`src/rtl/core/pcd_pkg.sv`:
```
package pcd_pkg;

   // Request kinds carried on req_tuser
   typedef enum logic [1:0] {
      CMD_ADD     = 2'd0,
      CMD_ASSIGN  = 2'd1,
      CMD_RELEASE = 2'd2,
      CMD_TICK    = 2'd3
   } cmd_type;

   // Event codes carried on rsp_tuser
   typedef enum logic [2:0] {
      EV_QUEUED     = 3'd0,
      EV_DROPPED    = 3'd1,
      EV_STARTED    = 3'd2,
      EV_COMPLETED  = 3'd3,
      EV_TERMINATED = 3'd4,
      EV_IDLE       = 3'd5,
      EV_INVALID    = 3'd6,
      EV_NOTHING    = 3'd7
   } event_type;

   // Sequencer states of the back end
   typedef enum logic [2:0] {
      ST_IDLE,
      ST_ADD,
      ST_RELEASE,
      ST_TICK,
      ST_ASSIGN,
      ST_FINISH
   } state_type;

   localparam int unsigned MAX_RESULTS = 16;
   localparam logic [15:0] COUNT_MAX = 16'hFFFF;
   localparam logic [23:0] TIME_MAX = 24'hFFFFFF;

   // Classified request passed from front to back
   typedef struct packed {
      cmd_type     cmd;
      logic [1:0]  prio;
      logic [7:0]  dur;
      logic [3:0]  num;
   } job_req_type;

   // One result item
   typedef struct packed {
      event_type   event_code;
      logic [3:0]  agent_index;
      logic [15:0] call_number;
      logic [1:0]  call_priority;
      logic [15:0] calls_done;
      logic [23:0] time_total;
      logic [4:0]  queue_fill;
   } rsp_type;

   // Queue control from the sequencer
   typedef struct packed {
      logic       push;
      logic       pop;
      logic [1:0] prio;
   } queue_ctrl_type;

endpackage

```
`src/rtl/core/pcd_front.sv`:
```
module pcd_front (
   input  logic                 clock,
   input  logic                 reset,
   input  logic                 req_tvalid,
   output logic                 req_tready,
   input  logic [1:0]           req_tuser,
   input  logic [15:0]          req_tdata,
   output logic                 job_valid,
   input  logic                 job_pop,
   output pcd_pkg::job_req_type job_req
);

   pcd_pkg::job_req_type slot_ff [2];
   logic                 wr_ptr_ff, wr_ptr_in;
   logic                 rd_ptr_ff, rd_ptr_in;
   logic [1:0]           fill_ff, fill_in;
   logic                 push;
   pcd_pkg::job_req_type decoded;

   // Classify the incoming request
   always_comb begin
      decoded.cmd  = pcd_pkg::cmd_type'(req_tuser);
      decoded.prio = req_tdata[1:0];
      decoded.dur  = req_tdata[9:2];
      decoded.num  = req_tdata[13:10];
   end

   assign req_tready = (fill_ff != 2'd2);
   assign push       = req_tvalid && req_tready;
   assign job_valid  = (fill_ff != 2'd0);
   assign job_req    = slot_ff[rd_ptr_ff];

   // Advance pointers and fill count
   always_comb begin
      wr_ptr_in = push ? ~wr_ptr_ff : wr_ptr_ff;
      rd_ptr_in = job_pop ? ~rd_ptr_ff : rd_ptr_ff;
      fill_in   = fill_ff + {1'b0, push} - {1'b0, job_pop};
   end

   always_ff @(posedge clock) begin
      if (reset) begin
         wr_ptr_ff <= 1'b0;
         rd_ptr_ff <= 1'b0;
         fill_ff   <= 2'd0;
      end else begin
         wr_ptr_ff <= wr_ptr_in;
         rd_ptr_ff <= rd_ptr_in;
         fill_ff   <= fill_in;
      end
   end

   // Store the request
   always_ff @(posedge clock) begin
      if (push) begin
         slot_ff[wr_ptr_ff] <= decoded;
      end
   end

endmodule

```
`src/rtl/core/pcd_queue.sv`:
```
module pcd_queue #(
   parameter int DEPTH = 16,
   parameter int DW    = 8,
   parameter int CW    = $clog2(DEPTH + 1)
) (
   input  logic                    clock,
   input  logic                    reset,
   input  pcd_pkg::queue_ctrl_type ctrl,
   input  logic [15:0]             push_job,
   input  logic [DW-1:0]           push_dur,
   output logic [CW-1:0]           count,
   output logic                    full,
   output logic [15:0]             front_job,
   output logic [1:0]              front_prio,
   output logic [DW-1:0]           front_dur
);

   logic [15:0]   job_ff  [DEPTH];
   logic [1:0]    prio_ff [DEPTH];
   logic [DW-1:0] dur_ff  [DEPTH];
   logic [15:0]   job_in  [DEPTH];
   logic [1:0]    prio_in [DEPTH];
   logic [DW-1:0] dur_in  [DEPTH];
   logic [DEPTH-1:0] keep;
   logic [CW-1:0] count_ff, count_in;

   assign count      = count_ff;
   assign full       = (count_ff == CW'(DEPTH));
   assign front_job  = job_ff[0];
   assign front_prio = prio_ff[0];
   assign front_dur  = dur_ff[0];

   // Entries ahead of the new job stay; sorted order makes this a prefix
   always_comb begin
      for (int k = 0; k < DEPTH; k++) begin
         keep[k] = (CW'(k) < count_ff) && (prio_ff[k] <= ctrl.prio);
      end
   end

   // Insert after equal or higher priority, shifting later entries back, or on pop shift toward the front
   always_comb begin
      for (int k = 0; k < DEPTH; k++) begin
         job_in[k]  = job_ff[k];
         prio_in[k] = prio_ff[k];
         dur_in[k]  = dur_ff[k];
         if (ctrl.push && !keep[k]) begin
            if (k == 0 || keep[(k == 0) ? 0 : k - 1]) begin
               job_in[k]  = push_job;
               prio_in[k] = ctrl.prio;
               dur_in[k]  = push_dur;
            end else begin
               job_in[k]  = job_ff[(k == 0) ? 0 : k - 1];
               prio_in[k] = prio_ff[(k == 0) ? 0 : k - 1];
               dur_in[k]  = dur_ff[(k == 0) ? 0 : k - 1];
            end
         end else if (ctrl.pop && k < DEPTH - 1) begin
            job_in[k]  = job_ff[(k < DEPTH - 1) ? k + 1 : k];
            prio_in[k] = prio_ff[(k < DEPTH - 1) ? k + 1 : k];
            dur_in[k]  = dur_ff[(k < DEPTH - 1) ? k + 1 : k];
         end
      end
      count_in = count_ff;
      if (ctrl.push) begin
         count_in = count_ff + CW'(1);
      end else if (ctrl.pop) begin
         count_in = count_ff - CW'(1);
      end
   end

   always_ff @(posedge clock) begin
      if (reset) begin
         count_ff <= '0;
      end else begin
         count_ff <= count_in;
      end
   end

   always_ff @(posedge clock) begin
      for (int k = 0; k < DEPTH; k++) begin
         job_ff[k]  <= job_in[k];
         prio_ff[k] <= prio_in[k];
         dur_ff[k]  <= dur_in[k];
      end
   end

endmodule

```
`src/rtl/core/pcd_back.sv`:
```
module pcd_back #(
   parameter int QUEUE_DEPTH   = 16,
   parameter int AGENTS_MAX    = 8,
   parameter int DURATION_BITS = 8
) (
   input  logic                 clock,
   input  logic                 reset,
   input  logic [3:0]           srv_limit,
   input  logic                 job_valid,
   output logic                 job_pop,
   input  pcd_pkg::job_req_type job_req,
   output logic                 rsp_valid,
   input  logic                 rsp_ready,
   output pcd_pkg::rsp_type     rsp,
   output logic                 rsp_last
);

   localparam int AW = (AGENTS_MAX > 1) ? $clog2(AGENTS_MAX) : 1;
   localparam int IW = AW + 1;
   localparam int CW = $clog2(QUEUE_DEPTH + 1);
   localparam int DW = DURATION_BITS;

   pcd_pkg::state_type   state_ff, state_in;
   pcd_pkg::job_req_type cur_ff, cur_in;
   logic [IW-1:0]        idx_ff, idx_in;
   logic                 any_ff, any_in;
   logic [4:0]           nres_ff, nres_in;
   logic                 hold_valid_ff, hold_valid_in;
   pcd_pkg::rsp_type     hold_ff, hold_in;
   logic                 rsp_valid_ff, rsp_valid_in;
   pcd_pkg::rsp_type     rsp_ff, rsp_in;
   logic                 last_ff, last_in;
   logic [15:0]          next_id_ff, next_id_in;

   logic          busy_ff  [AGENTS_MAX];
   logic [15:0]   job_ff   [AGENTS_MAX];
   logic [DW-1:0] rem_ff   [AGENTS_MAX];
   logic [DW-1:0] dur_ff   [AGENTS_MAX];
   logic [15:0]   done_ff  [AGENTS_MAX];
   logic [23:0]   sum_ff   [AGENTS_MAX];
   logic          busy_in  [AGENTS_MAX];
   logic [15:0]   job_in   [AGENTS_MAX];
   logic [DW-1:0] rem_in   [AGENTS_MAX];
   logic [DW-1:0] dur_in   [AGENTS_MAX];
   logic [15:0]   done_in  [AGENTS_MAX];
   logic [23:0]   sum_in   [AGENTS_MAX];

   pcd_pkg::queue_ctrl_type qctrl;
   logic [CW-1:0] q_count;
   logic          q_full;
   logic [15:0]   q_job;
   logic [1:0]    q_prio;
   logic [DW-1:0] q_dur;

   logic [4:0]       used;
   logic [AW-1:0]    ix;
   logic             scan_done;
   logic             out_free;
   logic             emit;
   pcd_pkg::rsp_type new_rsp;
   logic [24:0]      sum_wide;
   logic [15:0]      done_next;
   logic [23:0]      sum_next;
   logic [3:0]       agent_num;
   logic [4:0]       rel_ix;

   pcd_queue #(
      .DEPTH (QUEUE_DEPTH),
      .DW    (DW),
      .CW    (CW)
   ) u_queue (
      .clock      (clock),
      .reset      (reset),
      .ctrl       (qctrl),
      .push_job   (next_id_ff),
      .push_dur   (DW'(cur_ff.dur)),
      .count      (q_count),
      .full       (q_full),
      .front_job  (q_job),
      .front_prio (q_prio),
      .front_dur  (q_dur)
   );

   assign used      = (5'(srv_limit) > 5'(AGENTS_MAX)) ? 5'(AGENTS_MAX) : 5'(srv_limit);
   assign ix        = idx_ff[AW-1:0];
   assign scan_done = (5'(idx_ff) >= used);
   assign out_free  = !rsp_valid_ff || rsp_ready;
   assign agent_num = 4'(idx_ff) + 4'd1;
   assign rel_ix    = 5'(cur_ff.num) - 5'd1;

   // Completion credit for the scanned server, both saturating
   always_comb begin
      sum_wide  = {1'b0, sum_ff[ix]} + 25'(dur_ff[ix]);
      sum_next  = sum_wide[24] ? pcd_pkg::TIME_MAX : sum_wide[23:0];
      done_next = (done_ff[ix] == pcd_pkg::COUNT_MAX) ? done_ff[ix]
                                                       : done_ff[ix] + 16'd1;
   end

   // Sequencer: next state, server updates and result emission
   always_comb begin
      state_in      = state_ff;
      cur_in        = cur_ff;
      idx_in        = idx_ff;
      any_in        = any_ff;
      nres_in       = nres_ff;
      hold_valid_in = hold_valid_ff;
      hold_in       = hold_ff;
      rsp_valid_in  = rsp_valid_ff && !rsp_ready;
      rsp_in        = rsp_ff;
      last_in       = last_ff;
      next_id_in    = next_id_ff;
      job_pop       = 1'b0;
      qctrl         = '{push: 1'b0, pop: 1'b0, prio: cur_ff.prio};
      emit          = 1'b0;
      new_rsp       = '0;
      new_rsp.queue_fill = 5'(q_count);
      for (int a = 0; a < AGENTS_MAX; a++) begin
         busy_in[a] = busy_ff[a];
         job_in[a]  = job_ff[a];
         rem_in[a]  = rem_ff[a];
         dur_in[a]  = dur_ff[a];
         done_in[a] = done_ff[a];
         sum_in[a]  = sum_ff[a];
      end

      unique case (state_ff)
         pcd_pkg::ST_IDLE: begin
            if (job_valid) begin
               job_pop = 1'b1;
               cur_in  = job_req;
               idx_in  = '0;
               any_in  = 1'b0;
               nres_in = '0;
               unique case (job_req.cmd)
                  pcd_pkg::CMD_ADD:     state_in = pcd_pkg::ST_ADD;
                  pcd_pkg::CMD_ASSIGN:  state_in = pcd_pkg::ST_ASSIGN;
                  pcd_pkg::CMD_RELEASE: state_in = pcd_pkg::ST_RELEASE;
                  pcd_pkg::CMD_TICK:    state_in = pcd_pkg::ST_TICK;
                  default:              state_in = pcd_pkg::ST_IDLE;
               endcase
            end
         end
         pcd_pkg::ST_ADD: begin
            if (!hold_valid_ff || out_free) begin
               emit = 1'b1;
               new_rsp.call_priority = cur_ff.prio;
               if (q_full) begin
                  new_rsp.event_code = pcd_pkg::EV_DROPPED;
               end else begin
                  qctrl.push = 1'b1;
                  new_rsp.event_code  = pcd_pkg::EV_QUEUED;
                  new_rsp.call_number = next_id_ff;
                  new_rsp.queue_fill  = 5'(q_count + CW'(1));
                  next_id_in = next_id_ff + 16'd1;
               end
               state_in = pcd_pkg::ST_FINISH;
            end
         end
         pcd_pkg::ST_RELEASE: begin
            if (!hold_valid_ff || out_free) begin
               emit = 1'b1;
               if (cur_ff.num == 4'd0 || 5'(cur_ff.num) > used) begin
                  new_rsp.event_code = pcd_pkg::EV_INVALID;
               end else begin
                  new_rsp.agent_index = cur_ff.num;
                  new_rsp.calls_done  = done_ff[rel_ix[AW-1:0]];
                  new_rsp.time_total  = sum_ff[rel_ix[AW-1:0]];
                  if (busy_ff[rel_ix[AW-1:0]]) begin
                     new_rsp.event_code  = pcd_pkg::EV_TERMINATED;
                     new_rsp.call_number = job_ff[rel_ix[AW-1:0]];
                     busy_in[rel_ix[AW-1:0]] = 1'b0;
                     rem_in[rel_ix[AW-1:0]]  = '0;
                     job_in[rel_ix[AW-1:0]]  = '0;
                  end else begin
                     new_rsp.event_code = pcd_pkg::EV_IDLE;
                  end
               end
               state_in = pcd_pkg::ST_FINISH;
            end
         end
         pcd_pkg::ST_TICK: begin
            if (scan_done) begin
               idx_in   = '0;
               state_in = any_ff ? pcd_pkg::ST_ASSIGN : pcd_pkg::ST_FINISH;
            end else if (!busy_ff[ix]) begin
               idx_in = idx_ff + IW'(1);
            end else if (rem_ff[ix] > DW'(1)) begin
               rem_in[ix] = rem_ff[ix] - DW'(1);
               idx_in     = idx_ff + IW'(1);
            end else if (!hold_valid_ff || out_free) begin
               emit        = 1'b1;
               done_in[ix] = done_next;
               sum_in[ix]  = sum_next;
               busy_in[ix] = 1'b0;
               rem_in[ix]  = '0;
               job_in[ix]  = '0;
               any_in      = 1'b1;
               new_rsp.event_code  = pcd_pkg::EV_COMPLETED;
               new_rsp.agent_index = agent_num;
               new_rsp.call_number = job_ff[ix];
               new_rsp.calls_done  = done_next;
               new_rsp.time_total  = sum_next;
               idx_in = idx_ff + IW'(1);
            end
         end
         pcd_pkg::ST_ASSIGN: begin
            if (scan_done) begin
               state_in = pcd_pkg::ST_FINISH;
            end else if (busy_ff[ix] || q_count == '0) begin
               idx_in = idx_ff + IW'(1);
            end else if (!hold_valid_ff || out_free) begin
               emit        = 1'b1;
               qctrl.pop   = 1'b1;
               busy_in[ix] = 1'b1;
               job_in[ix]  = q_job;
               rem_in[ix]  = q_dur;
               dur_in[ix]  = q_dur;
               new_rsp.event_code    = pcd_pkg::EV_STARTED;
               new_rsp.agent_index   = agent_num;
               new_rsp.call_number   = q_job;
               new_rsp.call_priority = q_prio;
               new_rsp.calls_done    = done_ff[ix];
               new_rsp.time_total    = sum_ff[ix];
               new_rsp.queue_fill    = 5'(q_count - CW'(1));
               idx_in = idx_ff + IW'(1);
            end
         end
         pcd_pkg::ST_FINISH: begin
            if (out_free) begin
               rsp_valid_in = 1'b1;
               last_in      = 1'b1;
               if (hold_valid_ff) begin
                  rsp_in        = hold_ff;
                  hold_valid_in = 1'b0;
               end else begin
                  rsp_in = new_rsp;
                  rsp_in.event_code = pcd_pkg::EV_NOTHING;
               end
               state_in = pcd_pkg::ST_IDLE;
            end
         end
         default: state_in = pcd_pkg::ST_IDLE;
      endcase

      // Keep one result in hold so the final one can be marked
      if (emit && nres_ff < 5'(pcd_pkg::MAX_RESULTS)) begin
         nres_in       = nres_ff + 5'd1;
         hold_in       = new_rsp;
         hold_valid_in = 1'b1;
         if (hold_valid_ff) begin
            rsp_valid_in = 1'b1;
            rsp_in       = hold_ff;
            last_in      = 1'b0;
         end
      end
   end

   assign rsp_valid = rsp_valid_ff;
   assign rsp       = rsp_ff;
   assign rsp_last  = last_ff;

   always_ff @(posedge clock) begin
      if (reset) begin
         state_ff      <= pcd_pkg::ST_IDLE;
         hold_valid_ff <= 1'b0;
         rsp_valid_ff  <= 1'b0;
         next_id_ff    <= 16'd1;
         for (int a = 0; a < AGENTS_MAX; a++) begin
            busy_ff[a] <= 1'b0;
            job_ff[a]  <= '0;
            rem_ff[a]  <= '0;
            dur_ff[a]  <= '0;
            done_ff[a] <= '0;
            sum_ff[a]  <= '0;
         end
      end else begin
         state_ff      <= state_in;
         hold_valid_ff <= hold_valid_in;
         rsp_valid_ff  <= rsp_valid_in;
         next_id_ff    <= next_id_in;
         for (int a = 0; a < AGENTS_MAX; a++) begin
            busy_ff[a] <= busy_in[a];
            job_ff[a]  <= job_in[a];
            rem_ff[a]  <= rem_in[a];
            dur_ff[a]  <= dur_in[a];
            done_ff[a] <= done_in[a];
            sum_ff[a]  <= sum_in[a];
         end
      end
   end

   // Hold payload registers
   always_ff @(posedge clock) begin
      cur_ff  <= cur_in;
      idx_ff  <= idx_in;
      any_ff  <= any_in;
      nres_ff <= nres_in;
      hold_ff <= hold_in;
      rsp_ff  <= rsp_in;
      last_ff <= last_in;
   end

endmodule

```
`src/rtl/core/priority_call_dispatcher.sv`:
```
// The back end takes add or release straight to its final result; assign scans the
// servers, and tick scans them and then scans again for assign if a call completed, the
// back end checking one server per cycle unless an rsp_tready stall holds it.
// One request at a time in the back end; a 2-entry request queue
// lets the front take requests meanwhile. Reset: synchronous, active high;
// queue empty, all servers idle with zero totals, next job number 1, five servers in use.
module priority_call_dispatcher #(
   parameter int QUEUE_DEPTH   = 16,
   parameter int AGENTS_MAX    = 8,
   parameter int DURATION_BITS = 8
) (
   input  logic        clock,
   input  logic        reset,
   input  logic        req_tvalid,
   output logic        req_tready,
   input  logic [1:0]  req_tuser,   // cmd
   input  logic [15:0] req_tdata,   // priority_level, call_duration, agent_number
   output logic        rsp_tvalid,
   input  logic        rsp_tready,
   output logic        rsp_tlast,   // last_result
   output logic [2:0]  rsp_tuser,   // event_code
   output logic [71:0] rsp_tdata,   // agent_index, call_number, call_priority,
                                    // agent_calls_done, agent_time_total, queue_fill
   input  logic        csr_psel,
   input  logic        csr_penable,
   input  logic        csr_pwrite,
   input  logic [2:0]  csr_paddr,
   input  logic [31:0] csr_pwdata,
   output logic [31:0] csr_prdata,
   output logic        csr_pready
);

   logic [3:0]           srv_limit_ff, srv_limit_in;
   logic                 job_valid;
   logic                 job_pop;
   pcd_pkg::job_req_type job_req;
   pcd_pkg::rsp_type     rsp;

   // Register write and read
   assign csr_pready = 1'b1;
   always_comb begin
      srv_limit_in = srv_limit_ff;
      if (csr_psel && csr_penable && csr_pwrite && !csr_paddr[2]) begin
         srv_limit_in = csr_pwdata[3:0];
      end
      csr_prdata = csr_paddr[2] ? 32'd0 : {28'd0, srv_limit_ff};
   end

   always_ff @(posedge clock) begin
      if (reset) begin
         srv_limit_ff <= 4'd5;
      end else begin
         srv_limit_ff <= srv_limit_in;
      end
   end

   pcd_front u_front (
      .clock      (clock),
      .reset      (reset),
      .req_tvalid (req_tvalid),
      .req_tready (req_tready),
      .req_tuser  (req_tuser),
      .req_tdata  (req_tdata),
      .job_valid  (job_valid),
      .job_pop    (job_pop),
      .job_req    (job_req)
   );

   pcd_back #(
      .QUEUE_DEPTH   (QUEUE_DEPTH),
      .AGENTS_MAX    (AGENTS_MAX),
      .DURATION_BITS (DURATION_BITS)
   ) u_back (
      .clock       (clock),
      .reset       (reset),
      .srv_limit   (srv_limit_ff),
      .job_valid   (job_valid),
      .job_pop     (job_pop),
      .job_req     (job_req),
      .rsp_valid   (rsp_tvalid),
      .rsp_ready   (rsp_tready),
      .rsp         (rsp),
      .rsp_last    (rsp_tlast)
   );

   // Pack the result fields
   assign rsp_tuser = rsp.event_code;
   assign rsp_tdata = {5'd0, rsp.queue_fill, rsp.time_total, rsp.calls_done,
                       rsp.call_priority, rsp.call_number, rsp.agent_index};

endmodule

```
`config.mk`:
```
export PLATFORM = sky130hd
export DESIGN_NAME = priority_call_dispatcher
export DESIGN_NICKNAME = d
export VERILOG_FILES = /design/src/rtl/core/pcd_pkg.sv /design/src/rtl/core/pcd_front.sv /design/src/rtl/core/pcd_queue.sv /design/src/rtl/core/pcd_back.sv /design/src/rtl/core/priority_call_dispatcher.sv
export SDC_FILE = /design/constraint.sdc
export NUM_CORES = 2
export LEC_CHECK = 0
export BUFFER_PORTS_ARGS = -buffer_cell sky130_fd_sc_hd__buf_2
export CORE_MARGIN = 2
export CORE_UTILIZATION = 63
export DETAILED_ROUTE_END_ITERATION = 7
export GPL_ROUTABILITY_DRIVEN = 0
export PLACE_DENSITY_LB_ADDON = 0.3
export RECOVER_POWER = 50
export SLEW_MARGIN = 30
export SYNTH_ARGS = -nofsm -noshare
export SYNTH_HDL_FRONTEND = slang
export SYNTH_SLANG_ARGS = --single-unit
```
`constraint.sdc`:
```
create_clock -name clock -period 13.9 [get_ports clock]
set_clock_uncertainty 0.15 [all_clocks]
set_input_delay 2.78 -clock clock [delete_from_list [all_inputs] [get_ports clock]]
set_output_delay 2.78 -clock clock [all_outputs]
set_load 0.005 [all_outputs]
```
==> reports/qor.csv <==
stage,metric,value,unit
yosys,largest_area_contributor_in_the_netlist,sky130_fd_sc_hd__edfxtp_1,
yosys,post-synth-top-area-fraction,26.6,%
cts,cts_inserted_buffers,132,
cells_and_area,total_non_filler_cell_area_in_the_finished_layout,66000,sq um
cells_and_area,final_nets,5908,
pwr,peakVddDrop,148,uV
setup_path,worstPathBufferInverterCount,4,
setup_path,critical_path.max_fanout,66,
routing,via_per_inst,6.84,
setup_path,critPathCaptureType,flip-flop,
yosys,synth.yosys.seq_area_share,49.3,%
timing,report.final.setup_viol,0,
die,rows,114,
yosys,synthesis.yosys.warnings,0,
routing,postRouteAntennaNets,0,
yosys,syn_avg_cell_area,10.2,sq um
cts,cts_post_setup_buffers_inserted,0,
global_routing,grt_use_total,34.1,%
outcome,failing_checks,"design-rule violations, max-capacitance violations, max-slew violations",
cts,clk_pin_slew_worst_paths,0.06,ns
setup_path,critPathRequiredTime,14.44,ns
timing,fmaxAchievable,101,MHz
timing,period_share,71.5,%
timing,worst_hold_slack,0.303,ns
cts,clock_path_buffers,3,
die,boundaryPins,171,
yosys,asyncSetResetFlopFracSynth,0,%
timing,max_slew.worst_pin.slew,3.96,ns
die,start_util,63.4,%
timing,fin_setup_tns,0,ns
setup_path,cp_cell_sequence,clkbuf_1 > mux4_2 > mux2i_1 > inv_1 > ha_1 > or2_2 > o311ai_0 > a21oi_1 > nand4_1 > buf_4 > nand3_1 > a31oi_4 > buf_4 > a22o_1,
pwr,power_density_over_the_cells,199,nW/um^2
place,io_buffers,104,
pwr,report.power.total,13.1,mW
cts,tritoncts_clock_tree,yes,
place,dpl.hpwl,102,mm
place,placedInstanceArea,61900,sq um
cells_and_area,final_cell_mix,"722 x sky130_fd_sc_hd__nor2_1, 702 x sky130_fd_sc_hd__a21oi_1, 691 x sky130_fd_sc_hd__dfxtp_1, 542 x sky130_fd_sc_hd__edfxtp_1, 531 x sky130_fd_sc_hd__nand2_1",
global_routing,number_of_global_route_vias_before_repair,48039,
cells_and_area,syn_to_final_growth,7.96,%
die,die_width,316,um
yosys,yosys.cell_types.count,95,
global_routing,grt_overflow,0,
cts,cts-htree-levels,4,
routing,routedWlPerCell,24.2,um
global_routing,grt_antenna_before_repair,1,
setup_path,crit_path_max_incr_delay,2.84,ns
cells_and_area,fillCellCount,7212,
die,die_area,99600,sq um
flow_run,timing.max_cap.violations,36,
yosys,synth_area,61200,sq um
routing,totalWireLength,173,mm
setup_path,worst_setup_path_start_kind,flip-flop,
routing,drt_drc_violations_left,1,
routing,vias,49049,
cts,worst_skew_pair.late_latency,0.76,ns
timing,finalMaxSlewViolations,1497,
timing,finalHoldViolCount,0,
cts,cts.hold.buffers_added,0,
die,dieHeight,316,um
setup_path,crit_top_cell,sky130_fd_sc_hd__buf_4,
routing,drt_pre_antenna_iters,8,
setup_path,critical-path-top-delay-family,buffers and inverters,
cells_and_area,drive_above_1_share,12.5,%
setup_path,crit_path_max_delay_cell_type,sky130_fd_sc_hd__clkbuf_1,
cts,clockRootBuffer,sky130_fd_sc_hd__clkbuf_16,
setup_path,worstSetupPathType,reg2reg,
cells_and_area,postLayoutCoreUtil,68.5,%
yosys,synth-edff-count,542,
global_routing,first_pass_grt_wire_length,268,mm
global_routing,maximum_number_of_pins_on_one_net_before_global_route_repair,195,
min_path,hold_path_class,reg2reg,
outcome,status,"finished, violations left",
timing,setup_repair_after_global_routing_missed_its_margin,no,
timing,worst_slew_margin_rel,-164,%
yosys,ys_dominant_reg_cell,sky130_fd_sc_hd__dfxtp_1,
setup_path,cp_data_arrival_time,10.47,ns
cts,numClockSinks,1235,
yosys,syn_inst,5978,
pwr,static-leakage-power,24.6,nW
routing,drtIter0Drc,6635,
yosys,ys_ff_latch,1235,
cts,cts-resized-gates,0,
timing,timing.final.crit_period,9.93,ns
cells_and_area,most_frequent_standard_cell_in_the_layout_excluding_fill_and_tap_cells,sky130_fd_sc_hd__nor2_1,
die,design.core.area,96400,sq um
yosys,leading_post_synthesis_cells_by_cell_area,"sky130_fd_sc_hd__edfxtp_1 27%, sky130_fd_sc_hd__dfxtp_1 23%, sky130_fd_sc_hd__mux2i_1 6.6%, sky130_fd_sc_hd__a21oi_1 5.8%, sky130_fd_sc_hd__mux4_2 5.1%",
==> power breakdown <==
part / switching, mW / internal [mW]
logic: 2.78 / 1.46
registers: 0.616 / 4.79
clock network: 1.51 / 1.98
==> path summary, 6_finish.rpt <==
path                       startpoint                  end  slack (ns)  cells after the start
setup / recovery            flip-flop       u_back.rsp[52]        3.97                     14
hold / removal    u_back.dur_ff[3][1]  u_back.dur_ff[3][1]        0.30                      2
hold reg to reg   u_back.dur_ff[3][1]  u_back.dur_ff[3][1]        0.30                      2
setup reg to reg            flip-flop       u_back.rsp[52]        3.97                     14
==> synthesized netlist by cell type (27+ instances only) <==
cell	number
sky130_fd_sc_hd__a22o_1	208
sky130_fd_sc_hd__nand3_1	86
sky130_fd_sc_hd__o22ai_1	178
sky130_fd_sc_hd__nor4_1	45
sky130_fd_sc_hd__mux4_2	139
sky130_fd_sc_hd__mux2_2	100
sky130_fd_sc_hd__buf_1	76
sky130_fd_sc_hd__nor3_1	40
sky130_fd_sc_hd__nand2_1	536
sky130_fd_sc_hd__a21oi_1	703
sky130_fd_sc_hd__o21ai_0	147
sky130_fd_sc_hd__a221oi_1	42
sky130_fd_sc_hd__mux2i_1	401
sky130_fd_sc_hd__dfxtp_1	693
sky130_fd_sc_hd__buf_2	72
sky130_fd_sc_hd__ha_1	62
sky130_fd_sc_hd__nor2b_1	30
sky130_fd_sc_hd__a211oi_1	134
sky130_fd_sc_hd__clkbuf_1	336
sky130_fd_sc_hd__xnor2_1	27
sky130_fd_sc_hd__inv_1	60
sky130_fd_sc_hd__a211oi_2	83
sky130_fd_sc_hd__buf_4	61
sky130_fd_sc_hd__nor2_1	736
sky130_fd_sc_hd__edfxtp_1	542
sky130_fd_sc_hd__a22oi_1	59
==> metal layers <==
metal	wire [um]	up-vias	global-route usage [%]
met5	0	-	0
met4	8700	0	16.7
met3	18300	669	7.13
met2	79400	2961	54.3
met1	66900	23664	44.5
li1	-	21755	-
==> tightest hold or removal path, cell delays in order (launching register included) <==
cell and delay (ns):
sky130_fd_sc_hd__dfxtp_1 0.30, sky130_fd_sc_hd__nand2_1 0.05, sky130_fd_sc_hd__a21oi_1 0.05
==> layout make-up <==
type | instances | area [sq um] | share of cell area [%]
flip-flops and latches | 1235 | 30200 | 45.7
multi-input cells | 4145 | 28600 | 43.3
clock buffers | 187 | 3680 | 5.58
well taps | 1276 | 1600 | 2.42
repair buffers | 208 | 1190 | 1.81
clock inverters | 53 | 578 | 0.875
inverters | 63 | 239 | 0.362
diodes | 2 | 5.00 | 0.00758
==> registers in the layout, summed over array words and instances (netlist names), 16 cells and up, named ones only <==
signal	count
u_back.u_queue.job_ff	256
u_back.sum_ff	192
u_back.done_ff	128
u_back.job_ff	128
u_back.u_queue.dur_ff	128
u_back.hold_ff	70
u_back.rsp	70
u_back.dur_ff	64
u_back.rem_ff	64
u_back.u_queue.prio_ff	32
u_front.slot_ff	32
u_back.next_id_ff	16
==> cells by family after synthesis <==
family,after synthesis,share of synthesized area (%)
AOI/OAI and AO/OA,1731,18.8
and+or+nand+nor,1620,11.5
DFF,1235,49.3
muxes,645,13.7
buffers and inverters,630,4.69
adders and majority gates,63,1.30
xor gates and xnor gates,52,0.744
other,2,0.0123
==> through the flow <==
step,worst slack [ns],std cells
finish,3.97,7169
global route,3.57,7168
CTS,7.26,7165
detailed placement,7.02,6925
global placement,7.07,6923
floorplan,7.54,6010
No activity file was read; power rests on OpenSTA's default activity.
